### config.mk
export PLATFORM = sky130hd
export DESIGN_NAME = random_permutation_slot_picker
export DESIGN_NICKNAME = d
export VERILOG_FILES = /design/src/design/rpsp_pkg.sv /design/src/design/rpsp_front.sv /design/src/design/rpsp_back.sv /design/src/design/random_permutation_slot_picker.sv
export VERILOG_INCLUDE_DIRS = /design/src /design/src/design
export SDC_FILE = /design/constraint.sdc
export NUM_CORES = 1
export LEC_CHECK = 0
export BUFFER_PORTS_ARGS = -buffer_cell sky130_fd_sc_hd__buf_2
export CORE_AREA = 2 2 181 183
export DETAILED_ROUTE_END_ITERATION = 10
export DIE_AREA = 0 0 183 185
export PLACE_DENSITY = 0.6
export SYNTH_ARGS = -nofsm -noshare
export SYNTH_HDL_FRONTEND = slang
export SYNTH_SLANG_ARGS = --single-unit
export TNS_END_PERCENT = 1
### constraint.sdc
create_clock -name clk -period 6.48 [get_ports clk]
set_clock_uncertainty 0.1 [all_clocks]
set_input_delay 0.648 -clock clk [delete_from_list [all_inputs] [get_ports clk]]
set_output_delay 0.648 -clock clk [all_outputs]
set_load 0.03 [all_outputs]
### src/design/random_permutation_slot_picker_macros.svh
// ---------------------------------------------------------------------------
// random_permutation_slot_picker_macros
// Assertion shorthands shared by the permutation slot picker modules.
// ---------------------------------------------------------------------------
`ifndef RANDOM_PERMUTATION_SLOT_PICKER_MACROS_SVH
`define RANDOM_PERMUTATION_SLOT_PICKER_MACROS_SVH

// Check a property on every clock edge outside reset.
`define RPSP_ASSERT(lbl, prop, msg) \
  lbl: assert property (@(posedge clk) disable iff (!rst_n) prop) \
    else $error(msg);

// Check a property on every clock edge, reset included.
`define RPSP_ASSERT_ALWAYS(lbl, prop, msg) \
  lbl: assert property (@(posedge clk) prop) \
    else $error(msg);

`endif

### src/design/rpsp_pkg.sv
// ---------------------------------------------------------------------------
// rpsp_pkg
// Types and fixed widths shared by the permutation slot picker.
// ---------------------------------------------------------------------------
`default_nettype none

package rpsp_pkg;

  localparam int DRAW_W  = 31;   // random draw word
  localparam int LEN_W   = 7;    // length register
  localparam int OUT_W   = 6;    // slot and value outputs
  localparam int CHUNK_W = 8;    // free slots scanned per cycle
  localparam int POS_W   = 3;    // bit position inside one chunk
  localparam int PC_W    = 4;    // population count of one chunk

  localparam logic [LEN_W-1:0] LEN_RESET = 7'd64;

  // Back end sequencer states
  typedef enum logic [1:0] {
    ST_IDLE,
    ST_DIV,
    ST_SEL,
    ST_OUT
  } st_t;

  // Head of the draw queue as seen by the back end
  typedef struct packed {
    logic              valid;
    logic [DRAW_W-1:0] draw;
  } rpsp_job_t;

endpackage

`default_nettype wire

### src/design/rpsp_front.sv
// ---------------------------------------------------------------------------
// rpsp_front
// Accepts draw words, trims them to the used width and queues them.
// ---------------------------------------------------------------------------
`default_nettype none
`include "random_permutation_slot_picker_macros.svh"

module rpsp_front #(
  parameter int DRAW_BITS = 31
) (
  input  logic                      clk,
  input  logic                      rst_n,
  input  logic                      in_valid,
  output logic                      in_ready,
  input  logic [rpsp_pkg::DRAW_W-1:0] in_random_draw,
  output rpsp_pkg::rpsp_job_t       job_o,
  input  logic                      pop_i
);
  import rpsp_pkg::*;

  localparam logic [DRAW_W-1:0] DRAW_MASK = (DRAW_BITS >= DRAW_W) ? {DRAW_W{1'b1}} :
                                            DRAW_W'((64'd1 << DRAW_BITS) - 64'd1);

  logic [DRAW_W-1:0] mem_r [0:1];
  logic              wr_ptr_r, wr_ptr_nxt;
  logic              rd_ptr_r, rd_ptr_nxt;
  logic [1:0]        cnt_r, cnt_nxt;
  logic              push;

  assign in_ready = (cnt_r != 2'd2);
  assign push     = in_valid && in_ready;

  assign job_o.valid = (cnt_r != 2'd0);
  assign job_o.draw  = mem_r[rd_ptr_r];

  always_comb begin
    wr_ptr_nxt = push  ? ~wr_ptr_r : wr_ptr_r;
    rd_ptr_nxt = pop_i ? ~rd_ptr_r : rd_ptr_r;
    cnt_nxt    = cnt_r;
    if (push && !pop_i) begin
      cnt_nxt = cnt_r + 2'd1;
    end else if (pop_i && !push) begin
      cnt_nxt = cnt_r - 2'd1;
    end
  end

  always_ff @(posedge clk) begin
    if (!rst_n) begin
      wr_ptr_r <= 1'b0;
      rd_ptr_r <= 1'b0;
      cnt_r    <= 2'd0;
    end else begin
      wr_ptr_r <= wr_ptr_nxt;
      rd_ptr_r <= rd_ptr_nxt;
      cnt_r    <= cnt_nxt;
    end
  end

  // Drop the unused high draw bits on the way in
  always_ff @(posedge clk) begin
    if (push) begin
      mem_r[wr_ptr_r] <= in_random_draw & DRAW_MASK;
    end
  end

  `RPSP_ASSERT(a_cnt_range, cnt_r != 2'd3, "draw queue count out of range")
  `RPSP_ASSERT(a_pop_nonempty, pop_i |-> (cnt_r != 2'd0), "pop from empty draw queue")
  `RPSP_ASSERT(a_push_shows, (push && cnt_r == 2'd0) |=> job_o.valid,
               "queued draw not presented")

endmodule

`default_nettype wire

### src/design/rpsp_back.sv
// ---------------------------------------------------------------------------
// rpsp_back
// Reduces each draw modulo the free slot count, picks that free slot,
// updates the slot mask and registers the result word.
// ---------------------------------------------------------------------------
`default_nettype none
`include "random_permutation_slot_picker_macros.svh"

module rpsp_back #(
  parameter int PERM_MAX  = 64,
  parameter int DRAW_BITS = 31
) (
  input  logic                       clk,
  input  logic                       rst_n,
  input  rpsp_pkg::rpsp_job_t        job_i,
  output logic                       pop_o,
  input  logic                       cfg_valid,
  output logic                       cfg_ready,
  input  logic [rpsp_pkg::LEN_W-1:0] cfg_perm_length,
  output logic                       out_valid,
  input  logic                       out_ready,
  output logic [rpsp_pkg::OUT_W-1:0] out_slot_index,
  output logic [rpsp_pkg::OUT_W-1:0] out_placed_value,
  output logic                       out_last_of_perm
);
  import rpsp_pkg::*;

  localparam int USE_BITS = (DRAW_BITS > DRAW_W) ? DRAW_W : DRAW_BITS;
  localparam int BIT_CW   = (USE_BITS > 1) ? $clog2(USE_BITS) : 1;
  localparam int CNT_W    = $clog2(PERM_MAX + 1);
  localparam int SLOT_W   = $clog2(PERM_MAX);
  localparam int NCHUNK   = (PERM_MAX + CHUNK_W - 1) / CHUNK_W;
  localparam int CH_W     = (NCHUNK > 1) ? $clog2(NCHUNK) : 1;
  localparam int PAD_W    = NCHUNK * CHUNK_W;
  localparam int LW       = (CNT_W > LEN_W) ? CNT_W : LEN_W;
  localparam int CMP_W    = (CNT_W > PC_W) ? CNT_W : PC_W;

  st_t                 st_r, st_nxt;
  logic [LEN_W-1:0]    len_r, len_nxt;
  logic [PERM_MAX-1:0] free_r, free_nxt;
  logic [CNT_W-1:0]    cnt_r, cnt_nxt;
  logic [USE_BITS-1:0] dr_r, dr_nxt;
  logic [BIT_CW-1:0]   bit_r, bit_nxt;
  logic [CNT_W-1:0]    rem_r, rem_nxt;
  logic [CNT_W-1:0]    d_r, d_nxt;
  logic [CNT_W-1:0]    k_r, k_nxt;
  logic [CH_W-1:0]     ch_r, ch_nxt;
  logic [SLOT_W-1:0]   slot_r, slot_nxt;
  logic                out_valid_r, out_valid_nxt;
  logic [OUT_W-1:0]    out_slot_r, out_value_r;
  logic                out_last_r;

  logic              cfg_wr;
  logic              div_step, sel_step, out_load;
  logic              div_done;
  logic [LW-1:0]     len_x;
  logic [CNT_W-1:0]  n_eff;
  logic              start_clear;
  logic [CNT_W:0]    trial;
  logic [PAD_W-1:0]  free_pad;
  logic [CHUNK_W-1:0] chunk;
  logic [PC_W-1:0]   pc;
  logic [PC_W-1:0]   seen;
  logic [POS_W-1:0]  pos;
  logic              found;
  logic              hit;
  logic [CH_W+POS_W-1:0] slot_full;
  logic [CNT_W-1:0]  cnt_inc;
  logic              last;

  assign cfg_ready = 1'b1;
  assign cfg_wr    = cfg_valid;

  // Clamp the length register to 1..PERM_MAX
  always_comb begin
    len_x = LW'(len_r);
    if (len_x == '0) begin
      n_eff = CNT_W'(1);
    end else if (len_x > LW'(PERM_MAX)) begin
      n_eff = CNT_W'(PERM_MAX);
    end else begin
      n_eff = CNT_W'(len_x);
    end
  end

  assign start_clear = (cnt_r >= n_eff);
  assign div_done    = (bit_r == '0);

  // One restoring division step per cycle, remainder only
  assign trial = {rem_r, dr_r[USE_BITS-1]};

  // Scan one chunk of free slots per cycle
  assign free_pad = PAD_W'(free_r);
  assign chunk    = free_pad[{ch_r, POS_W'(0)} +: CHUNK_W];

  always_comb begin
    pc    = '0;
    seen  = '0;
    pos   = '0;
    found = 1'b0;
    for (int b = 0; b < CHUNK_W; b++) begin
      if (chunk[b]) begin
        if (!found && seen == PC_W'(k_r)) begin
          pos   = POS_W'(b);
          found = 1'b1;
        end
        seen = seen + PC_W'(1);
        pc   = pc + PC_W'(1);
      end
    end
  end

  assign hit       = (CMP_W'(k_r) < CMP_W'(pc));
  assign slot_full = {ch_r, pos};
  assign cnt_inc   = cnt_r + CNT_W'(1);
  assign last      = (cnt_inc == n_eff);

  // Next state
  always_comb begin
    st_nxt = st_r;
    unique case (st_r)
      ST_IDLE: if (job_i.valid) st_nxt = ST_DIV;
      ST_DIV:  if (div_done) st_nxt = ST_SEL;
      ST_SEL:  if (hit) st_nxt = ST_OUT;
      ST_OUT:  if (!out_valid_r || out_ready) st_nxt = ST_IDLE;
      default: st_nxt = ST_IDLE;
    endcase
  end

  // Sequencer outputs
  always_comb begin
    pop_o    = 1'b0;
    div_step = 1'b0;
    sel_step = 1'b0;
    out_load = 1'b0;
    unique case (st_r)
      ST_IDLE: pop_o    = job_i.valid;
      ST_DIV:  div_step = 1'b1;
      ST_SEL:  sel_step = 1'b1;
      ST_OUT:  out_load = !out_valid_r || out_ready;
      default: pop_o    = 1'b0;
    endcase
  end

  // Datapath
  always_comb begin
    len_nxt  = len_r;
    free_nxt = free_r;
    cnt_nxt  = cnt_r;
    dr_nxt   = dr_r;
    bit_nxt  = bit_r;
    rem_nxt  = rem_r;
    d_nxt    = d_r;
    k_nxt    = k_r;
    ch_nxt   = ch_r;
    slot_nxt = slot_r;

    if (pop_o) begin
      dr_nxt  = job_i.draw[USE_BITS-1:0];
      bit_nxt = BIT_CW'(USE_BITS - 1);
      rem_nxt = '0;
      if (start_clear) begin
        free_nxt = '1;
        cnt_nxt  = '0;
        d_nxt    = n_eff;
      end else begin
        d_nxt    = n_eff - cnt_r;
      end
    end

    if (div_step) begin
      if (trial >= {1'b0, d_r}) begin
        rem_nxt = CNT_W'(trial - {1'b0, d_r});
      end else begin
        rem_nxt = CNT_W'(trial);
      end
      dr_nxt  = dr_r << 1;
      bit_nxt = bit_r - BIT_CW'(1);
      if (div_done) begin
        k_nxt  = rem_nxt;
        ch_nxt = '0;
      end
    end

    if (sel_step) begin
      if (hit) begin
        slot_nxt = slot_full[SLOT_W-1:0];
      end else begin
        k_nxt  = k_r - CNT_W'(pc);
        ch_nxt = ch_r + CH_W'(1);
      end
    end

    if (out_load) begin
      free_nxt[slot_r] = 1'b0;
      cnt_nxt          = cnt_inc;
      if (last) begin
        free_nxt = '1;
        cnt_nxt  = '0;
      end
    end

    // A length write starts a fresh permutation
    if (cfg_wr) begin
      len_nxt  = cfg_perm_length;
      free_nxt = '1;
      cnt_nxt  = '0;
    end
  end

  always_comb begin
    out_valid_nxt = out_valid_r;
    if (out_load) begin
      out_valid_nxt = 1'b1;
    end else if (out_ready) begin
      out_valid_nxt = 1'b0;
    end
  end

  always_ff @(posedge clk) begin
    if (!rst_n) begin
      st_r        <= ST_IDLE;
      len_r       <= LEN_RESET;
      free_r      <= '1;
      cnt_r       <= '0;
      out_valid_r <= 1'b0;
    end else begin
      st_r        <= st_nxt;
      len_r       <= len_nxt;
      free_r      <= free_nxt;
      cnt_r       <= cnt_nxt;
      out_valid_r <= out_valid_nxt;
    end
  end

  always_ff @(posedge clk) begin
    dr_r   <= dr_nxt;
    bit_r  <= bit_nxt;
    rem_r  <= rem_nxt;
    d_r    <= d_nxt;
    k_r    <= k_nxt;
    ch_r   <= ch_nxt;
    slot_r <= slot_nxt;
    if (out_load) begin
      out_slot_r  <= OUT_W'(slot_r);
      out_value_r <= OUT_W'(cnt_r);
      out_last_r  <= last;
    end
  end

  assign out_valid        = out_valid_r;
  assign out_slot_index   = out_slot_r;
  assign out_placed_value = out_value_r;
  assign out_last_of_perm = out_last_r;

  `RPSP_ASSERT(a_slot_free, (st_r == ST_OUT) |-> free_r[slot_r], "picked slot is not free")
  `RPSP_ASSERT(a_cnt_below_n, cnt_r < n_eff, "placed count reached length")
  `RPSP_ASSERT(a_last_clears, (out_load && last) |=> (cnt_r == '0 && free_r == '1),
               "state not cleared after last value")
  `RPSP_ASSERT_ALWAYS(a_rst_out, !rst_n |=> !out_valid_r, "result valid after reset")

endmodule

`default_nettype wire

### src/design/random_permutation_slot_picker.sv
// ---------------------------------------------------------------------------
// random_permutation_slot_picker
// Builds random permutations of perm_length values, one value per draw word.
// Input channel: in_valid/in_ready/in_random_draw, one draw word per value.
// Output channel: out_valid/out_ready with slot index, placed value and a
// last flag on the word that completes the permutation.
// Config channel: cfg_valid/cfg_ready/cfg_perm_length, always ready; a write
// restarts the permutation. Write it only while no word is in flight.
// Throughput is set by the bit-serial remainder loop (one draw bit a cycle)
// and the free-slot scan (eight slots a cycle); the back end finishes one
// word before it pops the next. A two-word draw queue keeps in_ready high
// while the back end works, until both queue entries are full.
// Reset: length 64, all slots free, no result pending; no clearing pass.
// A stalled receiver holds the result register; the back end then waits
// with its next pick and the queue fills before in_ready drops.
// ---------------------------------------------------------------------------
`default_nettype none

module random_permutation_slot_picker #(
  parameter int PERM_MAX  = 64,
  parameter int DRAW_BITS = 31
) (
  input  logic                       clk,
  input  logic                       rst_n,
  input  logic                       in_valid,
  output logic                       in_ready,
  input  logic [rpsp_pkg::DRAW_W-1:0] in_random_draw,
  input  logic                       cfg_valid,
  output logic                       cfg_ready,
  input  logic [rpsp_pkg::LEN_W-1:0] cfg_perm_length,
  output logic                       out_valid,
  input  logic                       out_ready,
  output logic [rpsp_pkg::OUT_W-1:0] out_slot_index,
  output logic [rpsp_pkg::OUT_W-1:0] out_placed_value,
  output logic                       out_last_of_perm
);
  import rpsp_pkg::*;

  // Queue head and pop between front and back
  rpsp_job_t job;
  logic      pop;

  // Front: accept draw words, trim to DRAW_BITS, hold them in the queue
  rpsp_front #(
    .DRAW_BITS (DRAW_BITS)
  ) u_front (
    .clk            (clk),
    .rst_n          (rst_n),
    .in_valid       (in_valid),
    .in_ready       (in_ready),
    .in_random_draw (in_random_draw),
    .job_o          (job),
    .pop_i          (pop)
  );

  // Back: remainder, slot pick, mask update and result register
  rpsp_back #(
    .PERM_MAX  (PERM_MAX),
    .DRAW_BITS (DRAW_BITS)
  ) u_back (
    .clk              (clk),
    .rst_n            (rst_n),
    .job_i            (job),
    .pop_o            (pop),
    .cfg_valid        (cfg_valid),
    .cfg_ready        (cfg_ready),
    .cfg_perm_length  (cfg_perm_length),
    .out_valid        (out_valid),
    .out_ready        (out_ready),
    .out_slot_index   (out_slot_index),
    .out_placed_value (out_placed_value),
    .out_last_of_perm (out_last_of_perm)
  );

endmodule

`default_nettype wire
# Word level (Yosys, flattened, before mapping)
# Memories as Yosys holds them, arrays and structs flattened. A register that Yosys moved wholly into a read port is not among the register bits.
# Cells that the tools add are included.
[totals]
out_inout_bits = 16
input_bits = 43
n_memories = 1
reg_bits = 164
mem_bits_rw = 62
[classes]
addsub = 15
bitwise_logic = 5
n_eq_ne = 16
reduce_logical = 36
shifts = 1
mux = 81
order_cmp = 6
[memory_table]
columns = ["name", "words", "word_bits", "read_ports", "rd_clocked_by_memory_dff", "wr", "line_no", "text"]
rows = [
  ["u_front.mem_r", 2, 31, 1, 1, 1, "rpsp_front.sv:24", "logic [DRAW_W-1:0] mem_r [0:1];"],
]
[op_table]
columns = ["operator", "count"]
rows = [
  ["64-bit 2-to-1 mux", 4],
  ["7-bit 2-to-1 mux", 14],
  ["64-bit bitwise AND", 1],
  ["64-bit inverter", 1],
  ["64-bit by 7-bit indexed part select with 8-bit output", 1],
  ["31-bit 2-to-1 mux", 2],
  ["3-bit 2-to-1 mux", 17],
  ["4-bit 2-to-1 mux", 7],
  ["1-bit 2-to-1 mux", 27],
  ["4-bit by 1-bit adder with 4-bit output, second input constant", 6],
  ["4-bit == test", 6],
  ["7-bit subtractor", 2],
  ["2-bit 2-to-1 mux", 6],
  ["2-bit nonzero test", 6],
  ["1-bit logical AND", 11],
  ["1-bit zero test", 10],
  ["5-bit 2-to-1 mux", 2],
  ["8-bit by 7-bit greater-or-equal comparator with 1-bit output", 1],
  ["2-bit by 1-bit != test with 1-bit output, second input constant", 4],
  ["2-bit one-hot mux with 4 select lines", 1],
  ["7-bit by 1-bit adder with 7-bit output, second input constant", 1],
  ["7-bit == test", 1],
  ["7-bit greater-or-equal comparator", 1],
  ["7-bit greater-than comparator, second input constant", 1],
  ["23 further kinds", 27],
]

# Longest topological paths before layout
# Gate-level depths: netlist of run 1.
[logic_depth]
word_depth = 31
mapped_depth = 31
ltp_nobuf = 28

# Hierarchy
# Synthesis of run 1 repeated with hierarchy kept, for this count alone.
[hier_totals]
hier_cells = 1019
area_unflattened_um2 = 11023.1
[modules_own_cells]
columns = ["mod", "cells_each", "n_inst", "area_each_um2", "seq_area_each_um2"]
rows = [
  ["rpsp_back", 899, 1, 8555.7, 3883.7],
  ["rpsp_front", 120, 1, 2467.4, 1961.9],
]

# Worst setup path before layout of run 1
# OpenSTA, ideal clock, no wires.
[synth_timing]
path_type = "flip-flop to flip-flop"
start = "register u_back.ch_r[0]"
end = "register u_back.k_r[4]"
path_buffers = 3
setup_slack_ns = -0.620
t_required_ns = 6.251
stages_incl_launch_ff = 29
arrival_time_ns = 6.871
cell_sequence = "dfxtp_1 -> buf_6 -> buf_2 -> mux4_2 -> mux2i_1 -> ha_1 -> xor2_1 -> inv_1 -> ha_1 -> and2_1 -> a211oi_1 -> or2_1 -> nand2_1 -> a21oi_1 -> ha_1 -> o221ai_2 -> mux2i_1 -> ha_1 -> mux2i_1 -> ha_1 -> a21o_1 -> a21o_1 -> a211o_1 -> nor3_1 -> nand2b_1 -> clkbuf_1 -> nor3_1 -> a21oi_1 -> o31ai_1"
[synth_via]
elab_chain_cells = 19
word_cells_on_any_way = 20
[synth_lines]
columns = ["element", "line_no", "text"]
rows = [
  ["start, declared", "rpsp_back.sv:47", "logic [CH_W-1:0] ch_r, ch_nxt;"],
  ["start signal, assigned", "rpsp_back.sv:242", "ch_r <= ch_nxt;"],
  ["64-bit by 7-bit indexed part select with 8-bit output (*)", "rpsp_back.sv:94", "assign chunk = free_pad[{ch_r, POS_W'(0)} +: CHUNK_W];"],
  ["1-bit 2-to-1 mux", "rpsp_back.sv:102", "if (chunk[b]) begin"],
  ["1-bit by 1-bit adder with 2-bit output", "rpsp_back.sv:108", "pc = pc + PC_W'(1);"],
  ["4-bit 2-to-1 mux", "rpsp_back.sv:102", ""],
  ["4-bit by 1-bit adder with 4-bit output", "rpsp_back.sv:108", ""],
  ["4-bit 2-to-1 mux", "rpsp_back.sv:102", ""],
  ["4-bit by 1-bit adder with 4-bit output", "rpsp_back.sv:108", ""],
  ["4-bit 2-to-1 mux", "rpsp_back.sv:102", ""],
  ["[4 not listed]", "-", ""],
  ["4-bit by 1-bit adder with 4-bit output", "rpsp_back.sv:108", ""],
  ["4-bit 2-to-1 mux", "rpsp_back.sv:102", ""],
  ["4-bit by 1-bit adder with 4-bit output", "-", ""],
  ["4-bit 2-to-1 mux (*)", "rpsp_back.sv:102", ""],
  ["7-bit by 4-bit subtractor with 7-bit output or 7-bit by 4-bit < comparator with 1-bit output (tied branches)", "rpsp_back.sv:189, rpsp_back.sv:113", ""],
  ["7-bit 2-to-1 mux (*)", "rpsp_back.sv:186", "if (hit) begin"],
  ["7-bit 2-to-1 mux (*)", "rpsp_back.sv:185", "if (sel_step) begin"],
  ["via u_back.k_nxt[4]", "rpsp_back.sv:46", "logic [CNT_W-1:0] k_r, k_nxt;"],
  ["end signal, assigned", "rpsp_back.sv:241", "k_r <= k_nxt;"],
  ["end, declared", "rpsp_back.sv:46", ""],
]
# Mark *: on every way through the listed nets, which the timed path passes. The rest lies on a longest branch.
# A chain may end at the register's enable or synchronous reset.

# Worst setup path after layout of run 1
# Ends and elaborated chain as after synthesis.

==> impl_results.md, run 1 <==
- Status: completed
- Period Utilization, post-route: 0.941
- Net switching power: 1.57 mW
- TritonCTS clock tree: yes
- Synth Area in Compound Gates: 0.107
- Hold Crit Start: in_random_draw[10]
- Kind of critical path: reg2reg
- Die Ht: 185 µm
- Crit Path Max Fanout: 9
- Detailed Place HPWL: 15100 µm
- DRT antenna net count: 0
- CP Launch Type: register
- Worst R2R Start: u_back.ch_r[0]$_DFF_P_
- Setup TNS: 0 ns
- Top FF cell, synth: edfxtp_1
- Avg WL per Cell: 15.8 µm
- Post-synth EDFFs: 130
- Max_cap viols: 0
- Drt pass-1 iters: 5
- PortBufs: 57
- Synth Area in Adders: 0.0453
- Logic pwr share: 0.282
- Sequential power share: 0.435
- DRT Wirelength: 23000 µm
- Fin crit period: 6.09 ns
- Hold crit path type: in2reg
- Distinct cell type count after synthesis: 67
- Net Sw Frac: 0.323
- Initial antenna violation count: 0
- # hold bufs at CTS: 0
- # clock sinks: 227
- Global placement routability congestion: 0.845
- Fmax: 164 MHz
- Most frequent cell after synthesis: nand2_1
- Hold path depth: 1
- YS warnings: 0
- # setup viols final: 0
- Final hold violation count: 0
- First-pass GRT wire length: 38000 µm
- Area of the multi-input gates: 4910 µm²
- Nets: 1112
- Mapped Cells: 975
- Slowest CP cell: mux4_2
- CTS clk-pin slew, worst paths: 0.06 ns
- Max-slew headroom: 0.317
- Number of DRC markers in iteration 0: 571
- Leading area contributor after synthesis: edfxtp_1
- Fin. max-slew vios: 0
- H-Tree Depth: 1
- Max clock buf depth: 3
- Post-Syn Area: 11000 µm²
- Synthesized flop and latch total: 227
- Via density: 5.10
- Register area share after synthesis: 0.532
- Clock Latency Late Sink: 0.52 ns
- Worst path required time: 6.75 ns
- Vias in the first global route: 7314
- Synth Area in Simple Gates: 0.129
- Register area: 5850 µm²
- Worst hold margin: 0.208 ns
- Pwr per Cell Area: 382 nW/µm²
- Core Area: 32000 µm²
- Asr flop ratio synth: 0
- IO Pins: 59
- Largest net degree at the start of global routing: 71
- P_int: 3.29 mW
- Layout area overhead: 15.6%
- Hold-critical path endpoint: u_front.mem_r[0][10]$_DFFE_PP_
- Commonest cells in the netlist: nand2_1 (145), edfxtp_1 (130), dfxtp_1 (97)
- Largest family of logic cells by synthesized area: simple AND/OR/NAND/NOR gates
- Synth Area per Inst: 11.3 µm²
- Cell row count: 66
- Overflow after GRT: 0
- Crit-path max cell delay: 0.54 ns
- Crit path DAT: 6.37 ns
- CP most frequent cell: ha_1
- RSZ-0062 raised after global routing: false
- Share of the synthesized area in the top cell type: 0.355
- Resized Gates After CTS: 0
- Die X: 183 µm
- R2r setup slk: 0.39 ns
- Initial Utilization: 0.343
- Cts bufs inserted: 25
- Total leakage power: 4.56 nW
- Root Driver: clkbuf_16
- # fillers: 3069
- FF-to-FF End: u_back.k_r[4]$_DFF_P_
- # Post-CTS Setup Buffers: 0
- Ratio of cells with drive above 1 in the final layout: 0.173
- Syn Nets: 1056
- Mux share of post-synthesis cell area: 0.0992
- Ant diodes: 0
- Synth area leaders: edfxtp_1 (36%), dfxtp_1 (18%), mux2i_1 (5.4%)
- Full die area: 33900 µm²
- DRC viols: 0
- Clock share of power: 0.283
- Slew @ Worst Pin: 1.02 ns
- Overall Global Routing Usage: 0.137
- CP Capture Type: register
- VDD IR max: 0.239 mV
- Vias: 7433
- Reg2Reg Depth: 27
- Post-Synth XOR/XNOR Area: 0.0537
-- worst max path at each step --
stage	start	end	slack, ns	cells past startpoint
detailed placement	u_back.ch_r[0]$_DFF_P_	u_back.st_r[1]$_SDFFE_PN0P_	0.001	27
global route	u_back.ch_r[0]$_DFF_P_	u_back.ch_r[2]$_DFF_P_	0.004	28
finish	u_back.ch_r[0]$_DFF_P_	u_back.k_r[4]$_DFF_P_	0.39	27
floorplan	u_back.ch_r[0]$_DFF_P_	u_back.k_r[4]$_DFF_P_	0.04	28
CTS	u_back.ch_r[0]$_DFF_P_	u_back.k_r[4]$_DFF_P_	0.02	27
global placement	u_back.ch_r[0]$_DFF_P_	u_back.st_r[1]$_SDFFE_PN0P_	0.18	26
-- cells in the final DEF (no fill, tap or decap), drive strengths merged, types with 4 or more instances in the layout --
cell type and n:
nor4 6, a21o 5, xnor2 43, mux4 16
o31ai 33, or4 5, nand2b 16, nor2 40
dfxtp 97, nand2 145, xor2 11, o21a 5
nand3 15, nor3 13, a211oi 5, inv 41
ha 35, edfxtp 130, a21boi 5, mux2i 61
a21oi 19, mux2 8, or3 5, clkbuf 40
and3 4, o22ai 64, clkinv 5, nor2b 25
buf 81, and2 9, o21ai 28
-- routing by layer --
| metal | up-vias | part of all wire | global-route usage |
|---|---|---|---|
| met3 | 38 | 0.049 | 0.0191 |
| met1 | 3562 | 0.46 | 0.190 |
| met5 | - | 0 | 0 |
| li1 | 3659 | - | - |
| met4 | 0 | 0.023 | 0.0384 |
| met2 | 174 | 0.46 | 0.227 |
-- through the flow --
stage | total power, mW | utilization | setup slack, ns | instance area, µm² | cells
final | 4.86 | 0.396 | 0.385 | 12700 | 1458
after global routing | 5.16 | 0.396 | 0.00367 | 12700 | 1458
after CTS | 4.90 | 0.395 | 0.0198 | 12700 | 1458
after detailed placement | 3.51 | 0.370 | 0.00137 | 11900 | 1412
after global placement | 3.49 | 0.370 | 0.180 | 11900 | 1412
after floorplan | 3.12 | - | 0.0397 | 11100 | 975
-- critical path: cells and delay by family (launching register included) --
family	cells	cell delay (ns)
AOI/OAI and AO/OA	8	1.40
adders and majority gates	5	1.41
buffers and inverters	2	0.17
DFF	1	0.40
muxes	5	1.49
and+or+nand+nor	7	0.98
-- power groups by stage --
stage                     clock [mW]  sequential, mW  combinational (mW)
after floorplan                    0            2.04                1.08
after global placement             0            2.13                1.36
after detailed placement           0            2.14                1.37
after CTS                       1.41            2.11                1.38
after global routing            1.48            2.15                1.53
final                           1.37            2.11                1.37
-- sequential cells by signal, indices dropped and copies added (netlist names), 3 cells and up, named ones only --
register	count
u_back.rem_r	7
u_back.d_r	7
u_back.cnt_r	7
u_back.ch_r	3
u_back.dr_r	31
u_back.bit_r	5
u_back.slot_r	6
u_back.out_placed_value	6
u_back.len_r	7
u_back.free_pad	64
u_front.mem_r	62
u_back.out_slot_index	6
u_back.k_r	7
-- area by class of cell --
type / instances / share of cell area
Tap cell: 408 / 0.0402
Sequential cell: 227 / 0.461
Multi-Input combinational cell: 656 / 0.386
Timing Repair Buffer: 81 / 0.0366
Clock inverter: 6 / 0.00256
Clock buffer: 40 / 0.0617
Inverter: 40 / 0.0118
-- cell families (layout without fill, tap and decap cells) --
family	count (synthesis)	after routing
other	1	1
buffers and inverters	92	167
and+or+nand+nor	296	296
AOI/OAI and AO/OA	179	179
xor gates and xnor gates	57	57
adders and majority gates	38	38
DFF	227	227
muxes	85	85
Note: power is estimated with default switching activity, not from simulation.
==> inputs of run 2 (changes only) <==
--- a/config.mk
+++ b/config.mk
@@ -6,10 +6,11 @@
 export SDC_FILE = /design/constraint.sdc
 export NUM_CORES = 1
 export LEC_CHECK = 0
+export ABC_AREA = 1
 export BUFFER_PORTS_ARGS = -buffer_cell sky130_fd_sc_hd__buf_2
-export CORE_AREA = 2 2 181 183
+export CORE_AREA = 2 2 182 184
 export DETAILED_ROUTE_END_ITERATION = 10
-export DIE_AREA = 0 0 183 185
+export DIE_AREA = 0 0 184 186
 export PLACE_DENSITY = 0.6
 export SYNTH_ARGS = -nofsm -noshare
 export SYNTH_HDL_FRONTEND = slang
==> run 2 against run 1 <==
  * Core utilization down 0.60 points
  * Highest routed layer unchanged
  * Global-route usage up 0.80 points
  * Wire length up 7.1%
  * Largest cell class unchanged
  * Setup slack better by 0.18 ns
==> impl_results.md, run 2 <==
- Nets: 1337 (+20%)
- Crit path DAT: 6.26 ns (-0.11 ns)
- Hold Crit Start: in_random_draw[13]
- Post-Syn Area: 11100 µm² (+1.4%)
- CP Capture Type: register
- Worst path required time: 6.83 ns (+0.08 ns)
- # clock sinks: 227 (unchanged)
- Detailed Place HPWL: 16700 µm (+10%)
- Ant diodes: 0 (unchanged)
- Post-Synth XOR/XNOR Area: 0.0205 (-0.0332)
- Vias in the first global route: 8073 (+10%)
- Share of the synthesized area in the top cell type: 0.351 (-0.00479)
- Hold crit path type: in2reg
- Slowest CP cell: dfxtp_4
- Fin crit period: 5.92 ns (-0.179 ns)
- Max clock buf depth: 3 (unchanged)
- Die X: 184 µm (+0.55%)
- DRT antenna net count: 0 (unchanged)
- Via density: 4.96 (-2.7%)
- Synthesized flop and latch total: 227 (unchanged)
- Kind of critical path: reg2reg
- # Post-CTS Setup Buffers: 0 (unchanged)
- CP most frequent cell: ha_1
- Asr flop ratio synth: 0 (unchanged)
- DRT Wirelength: 24600 µm (+7.1%)
- CP Launch Type: register
- Mux share of post-synthesis cell area: 0.0288 (-0.0704)
- Slew @ Worst Pin: 1.10 ns (+0.0740 ns)
- Die Ht: 186 µm (+0.54%)
- Worst R2R Start: u_back.ch_r[0]$_DFF_P_
- Overflow after GRT: 0 (unchanged)
- Commonest cells after routing, fill and taps aside: nand2_1 (256), edfxtp_1 (130), inv_1 (99)
- Synth Area per Inst: 9.25 µm² (-18%)
- Layout area overhead: 12.9%
- H-Tree Depth: 1 (unchanged)
- PortBufs: 57 (unchanged)
- Synth area leaders: edfxtp_1 (35%), dfxtp_1 (17%), nand2_1 (8.6%)
- Final hold violation count: 0 (unchanged)
- Status: completed
- Core Area: 32200 µm² (+0.52%)
- Distinct cell type count after synthesis: 54 (-19%)
- IO Pins: 59 (unchanged)
- Max_cap viols: 0 (unchanged)
- Synth Area in Adders: 0.0447 (-0.000611)
- Root Driver: clkbuf_16
- TritonCTS clock tree: yes
- Drt pass-1 iters: 5 (unchanged)
- Post-route non-filler standard cell count: 1684 (+16%)
- Cts bufs inserted: 26 (+4.0%)
- Placed insts: 1636 (+16%)
- Initial antenna violation count: 0 (unchanged)
- Fin. max-slew vios: 0 (unchanged)
- Max-slew headroom: 0.269 (-0.0480)
- Overall Global Routing Usage: 0.145 (+0.00804)
- Number of DRC markers in iteration 0: 620 (+8.6%)
- DRC viols: 0 (unchanged)
- Most frequent cell after synthesis: nand2_1
- # setup viols final: 0 (unchanged)
- Full die area: 34200 µm² (+1.1%)
- Fmax: 169 MHz (+3.0%)
- Mapped Cells: 1204 (+23%)
- Vias: 8356 (+12%)
- Ratio of cells with drive above 1 in the final layout: 0.139 (-0.0338)
- Clock Latency Late Sink: 0.54 ns (+0.02 ns)
- CTS clk-pin slew, worst paths: 0.06 ns (about the same)
- Cell row count: 66 (unchanged)
- Leading area contributor after synthesis: edfxtp_1
- Largest family of logic cells by synthesized area: simple AND/OR/NAND/NOR gates
- Period Utilization, post-route: 0.913 (-0.0277)
- Top FF cell, synth: edfxtp_1
- Crit Path Max Fanout: 32 (+23)
- Avg WL per Cell: 14.6 µm (-7.3%)
- CP Launch Point: u_back.ch_r[0]$_DFF_P_
- Global placement routability congestion: 0.820 (-3.0%)
- YS warnings: 0 (unchanged)
- Synth Area in Simple Gates: 0.195 (+0.0660)
- Initial Utilization: 0.346 (+0.00290)
- Max FFs per register: 64 (unchanged)
- Synth Area in Compound Gates: 0.122 (+0.0152)
- Commonest cells in the netlist: nand2_1 (256), edfxtp_1 (130), inv_1 (99)
- Crit-path max cell delay: 0.40 ns (-0.14 ns)
- Largest net degree at the start of global routing: 66 (-7.0%)
- Most common cell after layout, fill and taps aside: nand2_1
- Post-synth EDFFs: 130 (unchanged)
- First-pass GRT wire length: 40600 µm (+6.6%)
- Register area share after synthesis: 0.525 (-0.00718)
- Syn Nets: 1285 (+22%)
[run 2: layout make-up]
type                       count  area (µm²)
clock buffer                  29         662
clock inverter                19         156
fill                        3212       19600
inverter                     111         422
multi-input combinational    821        4590
sequential                   227        5850
tap                          408         510
timing repair buffer          69         375
[run 2: critical path, delay by kind of cell (launching register included)]
family          cells  cell delay, ns
simple gates       16            2.12
buf+inv             5            0.64
flops               1            0.40
fa+ha+maj           5            1.46
compound gates      6            1.10
[run 2: layer usage]
| layer | up-vias | part of all wire | global-route usage |
|---|---|---|---|
| li1 | 4258 | - | - |
| met1 | 3901 | 0.47 | 0.197 |
| met2 | 171 | 0.46 | 0.241 |
| met3 | 26 | 0.050 | 0.0268 |
| met4 | 0 | 0.014 | 0.0339 |
| met5 | - | 0 | 0 |
[run 2: repair_timing]
action,in CTS,in global routing
endpoints found under the hold margin,0,0
setup endpoints to repair,0,18
hold buffers,0,0
resized for setup,0,5
[run 2: path summary, 6_finish.rpt]
path                                         end  slack (ns)  cells past startpoint
setup / recovery     u_back.st_r[0]$_SDFFE_PN0P_        0.56                     32
hold / removal    u_front.mem_r[0][13]$_DFFE_PP_        0.20                      1
setup reg to reg     u_back.st_r[0]$_SDFFE_PN0P_        0.56                     32
hold reg to reg                         register        0.34                      1
[run 2: metrics by stage]
| stage | TNS [ns] | util | setup slack [ns] | area [µm²] | hold slack, ns |
|---|---|---|---|---|---|
| final | 0 | 0.390 | 0.564 | 12600 | 0.196 |
| after global routing | -0.00816 | 0.390 | -0.00816 | 12600 | 0.168 |
| after CTS | 0 | 0.390 | 0.0183 | 12600 | 0.161 |
| after detailed placement | 0 | 0.365 | 0.0461 | 11700 | 0.335 |
| after global placement | 0 | 0.365 | 0.322 | 11700 | 0.326 |
| after floorplan | 0 | - | 0.856 | 11100 | 0.325 |
[run 2: cells by family (layout without fill, tap and decap cells)]
kind of cell / Yosys count / count (layout)
other: 1 / 1
and+or+nand+nor: 489 / 489
buffers and inverters: 156 / 228
xor gates and xnor gates: 26 / 26
muxes: 32 / 32
adders and majority gates: 38 / 38
DFF: 227 / 227
AOI/OAI and AO/OA: 235 / 235
Power of run 2 is not shown: default switching activity piles up to over one toggle a cycle in this logic, so the estimate is an artifact.
